<file path="src/stalta_pkg.sv">
// shared types and constants of the sta/lta power trigger
// no dependencies; imported by stalta_mul, sta_lta_event_detector and the testbench
`default_nettype none

package stalta_pkg;

  // default build parameters
  localparam int DEF_MAX_WINDOW  = 64;
  localparam int DEF_SAMPLE_BITS = 16;

  // fixed field widths
  localparam int LEN_CFG_W  = 7;   // window length registers
  localparam int THR_W      = 16;  // ratio threshold, unsigned q8.8
  localparam int THR_FRAC_W = 8;   // fraction bits of the threshold
  localparam int ENERGY_W   = 37;  // sums of squares wrap at this width
  localparam int POS_W      = 32;  // sample index

  // configuration port
  localparam int CFG_IDX_W  = 2;
  localparam int CFG_DATA_W = THR_W;

  typedef enum logic [CFG_IDX_W-1:0] {
    REG_SHORT_LEN = 2'd0,
    REG_LONG_LEN  = 2'd1,
    REG_THRESHOLD = 2'd2
  } cfg_reg_t;

  // register reset values
  localparam logic [LEN_CFG_W-1:0] RST_SHORT_LEN = LEN_CFG_W'(2);
  localparam logic [LEN_CFG_W-1:0] RST_LONG_LEN  = LEN_CFG_W'(5);
  localparam logic [THR_W-1:0]     RST_THRESHOLD = THR_W'(384);  // 1.5

  // what the shared multiplier computes
  typedef enum logic [1:0] {
    MUL_SQUARE,     // sample squared
    MUL_SHORT_LEN,  // short energy times long length
    MUL_LONG_LEN,   // long energy times short length
    MUL_THRESH      // partial product times threshold
  } mul_op_t;

  // sequencer states
  typedef enum logic [2:0] {
    ST_IDLE,
    ST_READ,
    ST_SQUARE,
    ST_MUL_LHS,
    ST_MUL_RHS_A,
    ST_MUL_RHS_B,
    ST_EMIT
  } state_t;

endpackage

`default_nettype wire

</file>
<file path="src/stalta_ring.sv">
// sample history ring: one write port, one registered read port
// uses nothing outside this file
`default_nettype none

module stalta_ring #(
  parameter int DEPTH = 64,
  parameter int WIDTH = 16
) (
  input  logic                     clk,
  input  logic                     wr_en,
  input  logic [$clog2(DEPTH)-1:0] wr_addr,
  input  logic [WIDTH-1:0]         wr_data,
  input  logic [$clog2(DEPTH)-1:0] rd_addr,
  output logic [WIDTH-1:0]         rd_data
);

  logic [WIDTH-1:0] mem [DEPTH];

  always_ff @(posedge clk) begin
    if (wr_en) begin
      mem[wr_addr] <= wr_data;
    end
  end

  always_ff @(posedge clk) begin
    rd_data <= mem[rd_addr];
  end

endmodule

`default_nettype wire

</file>
<file path="src/stalta_mul.sv">
// shared multiplier with operand select: squares, length and threshold products
// depends on stalta_pkg
`default_nettype none

module stalta_mul #(
  parameter int MAX_WINDOW  = stalta_pkg::DEF_MAX_WINDOW,
  parameter int SAMPLE_BITS = stalta_pkg::DEF_SAMPLE_BITS
) (
  input  stalta_pkg::mul_op_t                    op,
  input  logic [SAMPLE_BITS-1:0]                 sample,
  input  logic [stalta_pkg::ENERGY_W-1:0]        energy_short,
  input  logic [stalta_pkg::ENERGY_W-1:0]        energy_long,
  input  logic [stalta_pkg::ENERGY_W+$clog2(MAX_WINDOW+1)-1:0] partial,
  input  logic [$clog2(MAX_WINDOW+1)-1:0]        len_long,
  input  logic [$clog2(MAX_WINDOW+1)-1:0]        len_short,
  input  logic [stalta_pkg::THR_W-1:0]           threshold,
  output logic [stalta_pkg::ENERGY_W+$clog2(MAX_WINDOW+1)
                + ((SAMPLE_BITS > stalta_pkg::THR_W) ? SAMPLE_BITS
                   : stalta_pkg::THR_W)-1:0]     product
);

  import stalta_pkg::*;

  localparam int LEN_W = $clog2(MAX_WINDOW + 1);
  localparam int MA_W  = ENERGY_W + LEN_W;
  localparam int MB_W  = (SAMPLE_BITS > THR_W) ? SAMPLE_BITS : THR_W;

  logic [SAMPLE_BITS-1:0] mag;
  logic [MA_W-1:0]        a_op;
  logic [MB_W-1:0]        b_op;

  // magnitude of a two's complement sample, most negative value included
  assign mag = sample[SAMPLE_BITS-1] ? (~sample + SAMPLE_BITS'(1)) : sample;

  always_comb begin
    unique case (op)
      MUL_SQUARE: begin
        a_op = MA_W'(mag);
        b_op = MB_W'(mag);
      end
      MUL_SHORT_LEN: begin
        a_op = MA_W'(energy_short);
        b_op = MB_W'(len_long);
      end
      MUL_LONG_LEN: begin
        a_op = MA_W'(energy_long);
        b_op = MB_W'(len_short);
      end
      MUL_THRESH: begin
        a_op = partial;
        b_op = MB_W'(threshold);
      end
      default: begin
        a_op = '0;
        b_op = '0;
      end
    endcase
  end

  assign product = a_op * b_op;

endmodule

`default_nettype wire

</file>
<file path="src/sta_lta_event_detector.sv">
// sta/lta seismic event trigger, top level: sequencer, registers, output stage
// depends on stalta_pkg, stalta_ring and stalta_mul
//
// usage
//   input channel: one signed sample per beat (in_valid/in_ready)
//   result channel: one beat per sample with event flag, primed flag and
//     the sample index since reset (out_valid/out_ready)
//   config port: cfg_wr_en with cfg_index 0 short length, 1 long length,
//     2 q8.8 ratio threshold; unknown indexes are dropped
// sequencing
//   a sample before the long window is full goes from idle straight to
//   emit; after that the ring is walked over the newest L taps, L the
//   effective long length, each tap a ring read, then square and
//   accumulate through the one shared multiplier, followed by three
//   passes through the same multiplier and a compare
//   in_ready is high only while the sequencer waits for a sample
// stall and reset
//   the result sits in an output register; the next sample is accepted
//   while it waits, and the sequencer holds in its last state until the
//   register is free
//   reset clears the state, pointers, counters and output valid flag;
//   no clearing pass, the ring is only read where it has been written
`default_nettype none

module sta_lta_event_detector #(
  parameter int MAX_WINDOW  = stalta_pkg::DEF_MAX_WINDOW,
  parameter int SAMPLE_BITS = stalta_pkg::DEF_SAMPLE_BITS
) (
  input  logic                                clk,
  input  logic                                rst_n,
  input  logic                                cfg_wr_en,
  input  logic [stalta_pkg::CFG_IDX_W-1:0]    cfg_index,
  input  logic [stalta_pkg::CFG_DATA_W-1:0]   cfg_wdata,
  input  logic                                in_valid,
  output logic                                in_ready,
  input  logic signed [SAMPLE_BITS-1:0]       in_sample,
  output logic                                out_valid,
  input  logic                                out_ready,
  output logic                                out_event_res,
  output logic                                out_primed,
  output logic [stalta_pkg::POS_W-1:0]        out_position
);

  import stalta_pkg::*;

  localparam int LEN_W  = $clog2(MAX_WINDOW + 1);
  localparam int PTR_W  = $clog2(MAX_WINDOW);
  localparam int MA_W   = ENERGY_W + LEN_W;
  localparam int MB_W   = (SAMPLE_BITS > THR_W) ? SAMPLE_BITS : THR_W;
  localparam int PROD_W = MA_W + MB_W;
  localparam int LHS_W  = ENERGY_W + LEN_W;
  localparam int RHS_W  = ENERGY_W + LEN_W + THR_W;

  // configuration registers
  logic [LEN_CFG_W-1:0] cfg_short_r;
  logic [LEN_CFG_W-1:0] cfg_long_r;
  logic [THR_W-1:0]     cfg_thr_r;

  // control state
  state_t            state_r, state_nxt;
  logic [PTR_W-1:0]  wp_r, wp_nxt;
  logic [LEN_W-1:0]  seen_r, seen_nxt;
  logic [POS_W-1:0]  pos_r, pos_nxt;
  logic              out_valid_r, out_valid_nxt;

  // per-sample working registers
  logic [PTR_W-1:0]    slot_r, slot_nxt;
  logic [LEN_W-1:0]    k_r, k_nxt;
  logic [ENERGY_W-1:0] acc_r, acc_nxt;
  logic [ENERGY_W-1:0] short_e_r, short_e_nxt;
  logic [ENERGY_W-1:0] long_e_r, long_e_nxt;
  logic [MA_W-1:0]     tmp_r, tmp_nxt;
  logic [LHS_W-1:0]    lhs_r, lhs_nxt;
  logic [RHS_W-1:0]    rhs_r, rhs_nxt;
  logic                primed_r, primed_nxt;
  logic [POS_W-1:0]    item_pos_r, item_pos_nxt;

  // output register
  logic             out_event_r, out_event_nxt;
  logic             out_primed_r, out_primed_nxt;
  logic [POS_W-1:0] out_pos_r, out_pos_nxt;

  // effective window lengths
  logic [LEN_W-1:0] llen_eff;
  logic [LEN_W-1:0] sclamp;
  logic [LEN_W-1:0] slen_eff;

  logic [LEN_W-1:0]       seen_inc;
  logic                   in_fire;
  logic                   event_calc;
  logic [SAMPLE_BITS-1:0] rd_data;
  mul_op_t                mul_op;
  logic [PROD_W-1:0]      product;

  // ---------------------------------------------------------------------------
  // configuration writes
  // ---------------------------------------------------------------------------
  always_ff @(posedge clk) begin
    if (!rst_n) begin
      cfg_short_r <= RST_SHORT_LEN;
      cfg_long_r  <= RST_LONG_LEN;
      cfg_thr_r   <= RST_THRESHOLD;
    end else if (cfg_wr_en) begin
      unique case (cfg_index)
        REG_SHORT_LEN: cfg_short_r <= cfg_wdata[LEN_CFG_W-1:0];
        REG_LONG_LEN:  cfg_long_r  <= cfg_wdata[LEN_CFG_W-1:0];
        REG_THRESHOLD: cfg_thr_r   <= cfg_wdata[THR_W-1:0];
        default: ;  // no such register
      endcase
    end
  end

  // zero counts as one, anything past the ring counts as the ring depth,
  // and the short window never reaches past the long one
  always_comb begin
    if (cfg_long_r == '0) begin
      llen_eff = LEN_W'(1);
    end else if (int'(cfg_long_r) > MAX_WINDOW) begin
      llen_eff = LEN_W'(MAX_WINDOW);
    end else begin
      llen_eff = LEN_W'(cfg_long_r);
    end
    if (cfg_short_r == '0) begin
      sclamp = LEN_W'(1);
    end else if (int'(cfg_short_r) > MAX_WINDOW) begin
      sclamp = LEN_W'(MAX_WINDOW);
    end else begin
      sclamp = LEN_W'(cfg_short_r);
    end
    slen_eff = (sclamp > llen_eff) ? llen_eff : sclamp;
  end

  // ---------------------------------------------------------------------------
  // datapath parts
  // ---------------------------------------------------------------------------
  assign in_fire = in_valid && in_ready;

  stalta_ring #(
    .DEPTH (MAX_WINDOW),
    .WIDTH (SAMPLE_BITS)
  ) u_ring (
    .clk     (clk),
    .wr_en   (in_fire),
    .wr_addr (wp_r),
    .wr_data (in_sample),
    .rd_addr (slot_r),
    .rd_data (rd_data)
  );

  stalta_mul #(
    .MAX_WINDOW  (MAX_WINDOW),
    .SAMPLE_BITS (SAMPLE_BITS)
  ) u_mul (
    .op           (mul_op),
    .sample       (rd_data),
    .energy_short (short_e_r),
    .energy_long  (long_e_r),
    .partial      (tmp_r),
    .len_long     (llen_eff),
    .len_short    (slen_eff),
    .threshold    (cfg_thr_r),
    .product      (product)
  );

  // samples seen, saturating at the ring depth
  assign seen_inc = (seen_r == LEN_W'(MAX_WINDOW)) ? seen_r : seen_r + LEN_W'(1);

  // short*llen*256 > thr*long*slen, never on an all-zero long window
  assign event_calc = primed_r && (long_e_r != '0) &&
                      ({{(THR_W - THR_FRAC_W){1'b0}}, lhs_r, {THR_FRAC_W{1'b0}}} > rhs_r);

  // ---------------------------------------------------------------------------
  // sequencer
  // ---------------------------------------------------------------------------
  always_comb begin
    state_nxt      = state_r;
    wp_nxt         = wp_r;
    seen_nxt       = seen_r;
    pos_nxt        = pos_r;
    out_valid_nxt  = out_valid_r;
    slot_nxt       = slot_r;
    k_nxt          = k_r;
    acc_nxt        = acc_r;
    short_e_nxt    = short_e_r;
    long_e_nxt     = long_e_r;
    tmp_nxt        = tmp_r;
    lhs_nxt        = lhs_r;
    rhs_nxt        = rhs_r;
    primed_nxt     = primed_r;
    item_pos_nxt   = item_pos_r;
    out_event_nxt  = out_event_r;
    out_primed_nxt = out_primed_r;
    out_pos_nxt    = out_pos_r;
    mul_op         = MUL_SQUARE;
    in_ready       = 1'b0;

    // result taken
    if (out_valid_r && out_ready) begin
      out_valid_nxt = 1'b0;
    end

    unique case (state_r)
      ST_IDLE: begin
        in_ready = 1'b1;
        if (in_valid) begin
          // newest sample goes into the ring at wp_r, walk starts there
          slot_nxt     = wp_r;
          wp_nxt       = (wp_r == PTR_W'(MAX_WINDOW - 1)) ? '0 : wp_r + PTR_W'(1);
          seen_nxt     = seen_inc;
          item_pos_nxt = pos_r;
          pos_nxt      = pos_r + POS_W'(1);
          k_nxt        = '0;
          acc_nxt      = '0;
          primed_nxt   = (seen_inc >= llen_eff);
          state_nxt    = (seen_inc >= llen_eff) ? ST_READ : ST_EMIT;
        end
      end
      ST_READ: begin
        // ring read address is slot_r, data lands in rd_data
        state_nxt = ST_SQUARE;
      end
      ST_SQUARE: begin
        mul_op  = MUL_SQUARE;
        acc_nxt = acc_r + product[ENERGY_W-1:0];
        if (k_r + LEN_W'(1) == slen_eff) begin
          short_e_nxt = acc_r + product[ENERGY_W-1:0];
        end
        if (k_r + LEN_W'(1) == llen_eff) begin
          long_e_nxt = acc_r + product[ENERGY_W-1:0];
          state_nxt  = ST_MUL_LHS;
        end else begin
          k_nxt     = k_r + LEN_W'(1);
          slot_nxt  = (slot_r == '0) ? PTR_W'(MAX_WINDOW - 1) : slot_r - PTR_W'(1);
          state_nxt = ST_READ;
        end
      end
      ST_MUL_LHS: begin
        mul_op    = MUL_SHORT_LEN;
        lhs_nxt   = product[LHS_W-1:0];
        state_nxt = ST_MUL_RHS_A;
      end
      ST_MUL_RHS_A: begin
        mul_op    = MUL_LONG_LEN;
        tmp_nxt   = product[MA_W-1:0];
        state_nxt = ST_MUL_RHS_B;
      end
      ST_MUL_RHS_B: begin
        mul_op    = MUL_THRESH;
        rhs_nxt   = product[RHS_W-1:0];
        state_nxt = ST_EMIT;
      end
      ST_EMIT: begin
        // wait for the output register to be free
        if (!out_valid_r || out_ready) begin
          out_valid_nxt  = 1'b1;
          out_event_nxt  = event_calc;
          out_primed_nxt = primed_r;
          out_pos_nxt    = item_pos_r;
          state_nxt      = ST_IDLE;
        end
      end
      default: begin
        state_nxt = ST_IDLE;
      end
    endcase
  end

  // control registers
  always_ff @(posedge clk) begin
    if (!rst_n) begin
      state_r     <= ST_IDLE;
      wp_r        <= '0;
      seen_r      <= '0;
      pos_r       <= '0;
      out_valid_r <= 1'b0;
    end else begin
      state_r     <= state_nxt;
      wp_r        <= wp_nxt;
      seen_r      <= seen_nxt;
      pos_r       <= pos_nxt;
      out_valid_r <= out_valid_nxt;
    end
  end

  // working and output payload registers
  always_ff @(posedge clk) begin
    slot_r       <= slot_nxt;
    k_r          <= k_nxt;
    acc_r        <= acc_nxt;
    short_e_r    <= short_e_nxt;
    long_e_r     <= long_e_nxt;
    tmp_r        <= tmp_nxt;
    lhs_r        <= lhs_nxt;
    rhs_r        <= rhs_nxt;
    primed_r     <= primed_nxt;
    item_pos_r   <= item_pos_nxt;
    out_event_r  <= out_event_nxt;
    out_primed_r <= out_primed_nxt;
    out_pos_r    <= out_pos_nxt;
  end

  assign out_valid     = out_valid_r;
  assign out_event_res = out_event_r;
  assign out_primed    = out_primed_r;
  assign out_position  = out_pos_r;

  // ---------------------------------------------------------------------------
  // assertions
  // ---------------------------------------------------------------------------
  a_event_needs_primed: assert property (@(posedge clk) disable iff (!rst_n)
    out_valid |-> (!out_event_res || out_primed))
    else $error("event flagged before the long window was full");

  a_result_from_emit: assert property (@(posedge clk) disable iff (!rst_n)
    $rose(out_valid_r) |-> $past(state_r == ST_EMIT))
    else $error("result loaded outside the emit state");

  a_index_advances: assert property (@(posedge clk) disable iff (!rst_n)
    in_fire |=> (pos_r == $past(pos_r) + POS_W'(1)))
    else $error("sample index did not advance on an accepted beat");

  a_ring_pointer_wraps: assert property (@(posedge clk) disable iff (!rst_n)
    in_fire |=> (wp_r == (($past(wp_r) == PTR_W'(MAX_WINDOW - 1)) ? '0
                          : $past(wp_r) + PTR_W'(1))))
    else $error("ring write pointer stepped wrong");

endmodule

`default_nettype wire

</file>
<file path="config.mk">
export PLATFORM = sky130hd
export DESIGN_NAME = sta_lta_event_detector
export DESIGN_NICKNAME = d
export VERILOG_FILES = /design/src/stalta_pkg.sv /design/src/stalta_ring.sv /design/src/stalta_mul.sv /design/src/sta_lta_event_detector.sv
export SDC_FILE = /design/constraint.sdc
export NUM_CORES = 2
export LEC_CHECK = 0
export BUFFER_PORTS_ARGS = -buffer_cell sky130_fd_sc_hd__clkbuf_2
export CORE_MARGIN = 8
export CORE_UTILIZATION = 55
export DETAILED_ROUTE_END_ITERATION = 8
export GPL_ROUTABILITY_DRIVEN = 1
export PLACE_DENSITY = 0.82
export SLEW_MARGIN = 20
export SYNTH_ARGS = -nofsm -noshare
export SYNTH_HDL_FRONTEND = slang
export SYNTH_HIERARCHICAL = 1
export SYNTH_SLANG_ARGS = --single-unit
</file>
<file path="constraint.sdc">
create_clock -name clk -period 30 [get_ports clk]
set_input_delay 1.5 -clock clk [delete_from_list [all_inputs] [get_ports clk]]
set_output_delay 1.5 -clock clk [all_outputs]
set_load 0.05 [all_outputs]
</file>
==> flow_metrics.tcl <==
set metrics [dict create \
    die_x_um 402 \
    antenna_left 0 \
    syn_to_final_growth_pct 8.45 \
    vias 51400 \
    hp-class "flop to flop" \
    wirelength_um 217000 \
    crit_path_frequent_cell "fa_1" \
    mostFrequentLayoutCells "1,363 x edfxtp_1, 758 x nand2_1, 746 x inv_1" \
    place.gp.congestion 0.999 \
    port_buffers 74 \
    crit_path_max_fanout 61 \
    synth_top_area_frac 0.499 \
    grt_pass1_wl_um 328000 \
    drive_above_1_share 0.122 \
    cts.sinks 1458 \
    status "complete, no violations" \
    min_period_over_period 0.409 \
    synth.avg_cell_area_um2 13.4 \
    grt_max_degree 109 \
    synth.distinct_cells 104 \
    io_pins 75 \
    hold_viol 0 \
    tightest_slew_ns 1.17 \
    h-tree-depth 4 \
    ctsHoldBuffers 0 \
    max_stage_delay_ns 0.90 \
    clockBufferDepth 3 \
    netlist_instances 6126 \
    cts_tree "yes" \
    cp.arrival_ns 12.81 \
    multi_input_area_um2 35000 \
    critPathTopFamily "adder cells" \
    drv_cap 0 \
    ys_seq_area_frac 0.522 \
    n_fill_cell 10700 \
    path_depth 38 \
    antenna_found_initial 11 \
    grt_pass1_vias 53700 \
    utilization 0.602 \
    slowest_stage "a21oi_1" \
    final_cells 8239 \
    ys_ff_latch 1458 \
    clk_latency_ns 0.78 \
    rows 141 \
    track_usage 0.266 \
    cts_inserted_buffers 138 \
    hold_depth 0 \
    synth_nets 6986 \
    fp.dieH_um 402 \
    post_drt_wl_per_cell_um 26.3 \
    cts_root_buf "clkbuf_16" \
    path_class "flop to flop" \
    final_common_cell "edfxtp_1" \
    ys.flop_type "edfxtp_1" \
    dp_cells 7988 \
    first_pass_iters 8 \
    overflow 0 \
    synth_edf_count 1363 \
    rsz0062_at_grt "no" \
    post-route-min-period_ns 12.27 \
    reg2reg_depth 38 \
    drt_iter0_drc 6285 \
    maxSlewHeadroom 0.219 \
    hpwl_um 144000 \
    setup_violations 0 \
    yosysTopAreaCell "edfxtp_1" \
    fin_worst_skew_ns 0.0565 \
    synth-async-reset-ratio 0 \
    synth_area_leaders "edfxtp_1 50%, fa_1 14%, mux4_2 6.2%" \
    post_cts_buffers 0 \
    crit_buf_inv 8 \
    fp.coreArea_um2 148000 \
    initial_utilization 0.555 \
    cp-end-kind "flop" \
    syn_area_um2 82000 \
    yosysWarningCount 6 \
    drc_errors 0 \
    final-seq-area_um2 42800 \
    clk_pin_slew_ns 0.07 \
    fin_nets 7059 \
    finalSetupTns_ns 0 \
    drv_slew 0 \
    worst_hold_slack_ns 0.417 \
    worstPathRequired_ns 30.54 \
    crit_path_start_kind "flop" \
    max_freq_mhz 81.5 \
    post_cts_resized 0 \
    design.die.area_um2 162000 \
    vias_per_cell 6.24 \
]
per-stage QoR:
| stage | instance area (um2) | setup slack (ns) |
|---|---|---|
| 6_report | 88900 | 17.73 |
| 5_1_grt | 88900 | 17.04 |
| 4_1_cts | 88900 | 17.71 |
| 3_5_place_dp | 84600 | 17.74 |
| 3_3_place_gp | 84600 | 18.01 |
| 2_1_floorplan | 82000 | 17.08 |
path summary, 6_finish.rpt:
check | from | endpoint | slack [ns]
max | state_r[2] | acc_r[32] | 17.73
min | item_pos_r[30] | out_position[30] | 0.42
max reg2reg | state_r[2] | acc_r[32] | 17.73
min reg2reg | item_pos_r[30] | out_position[30] | 0.42
flip-flops by register name, indices dropped and copies added (netlist names), 37 cells and up:
| signal | flops |
|---|---|
| acc_r | 37 |
| u_ring/mem | 1024 |
| lhs_r | 44 |
| tmp_r | 44 |
| long_e_r | 37 |
| short_e_r | 37 |
| rhs_r | 60 |
logic make-up (layout without fill, tap and decap cells):
group,after synthesis,after routing,synth area share
AO/OA/AOI/OAI,637,637,0.0537
XOR/XNOR,155,155,0.0166
adder cells (fa/ha/maj),821,821,0.179
buffers and inverters,1040,1215,0.0526
flip-flops,1458,1458,0.522
multiplexers,418,418,0.0871
other,0,8,0
AND/OR/NAND/NOR,1597,1597,0.0888
synthesized netlist by cell type, types with 15 or more instances:
cell,n
o21ai_1,16
mux2i_1,128
a21oi_1,166
xnor2_1,92
ha_1,234
nor3_1,35
xor2_1,63
nor2_1,335
nand3_1,74
edfxtp_1,1363
a31oi_1,20
inv_1,746
clkbuf_1,175
o21bai_1,15
dfxtp_1,95
a22o_1,29
nor2b_1,66
o21ai_0,76
o211ai_1,18
nand2b_1,23
and2_1,124
mux2_2,59
nand4_1,54
buf_6,21
fa_1,587
o21a_1,25
buf_2,57
and3_1,36
a22oi_1,51
a21o_1,57
mux4_2,225
a21boi_0,20
nand2_1,758
a221oi_1,22
a211oi_1,21
cell type report:
| class | instances | area share |
|---|---|---|
| tap | 1930 | 0.0271 |
| inverter | 750 | 0.0317 |
| antenna | 8 | 0.000225 |
| clock inverter | 66 | 0.00709 |
| sequential | 1458 | 0.482 |
| timing repair buffer | 223 | 0.0174 |
| multi-input combinational | 3628 | 0.393 |
| clock buffer | 176 | 0.0417 |
layer usage:
layer	share of wire	track usage
met1	0.35	0.334
met2	0.47	0.428
met3	0.11	0.0583
met4	0.068	0.155
met5	0.00019	0
Power is not shown: default switching activity piles up to over one toggle a cycle in this logic, so the estimate is an artifact.
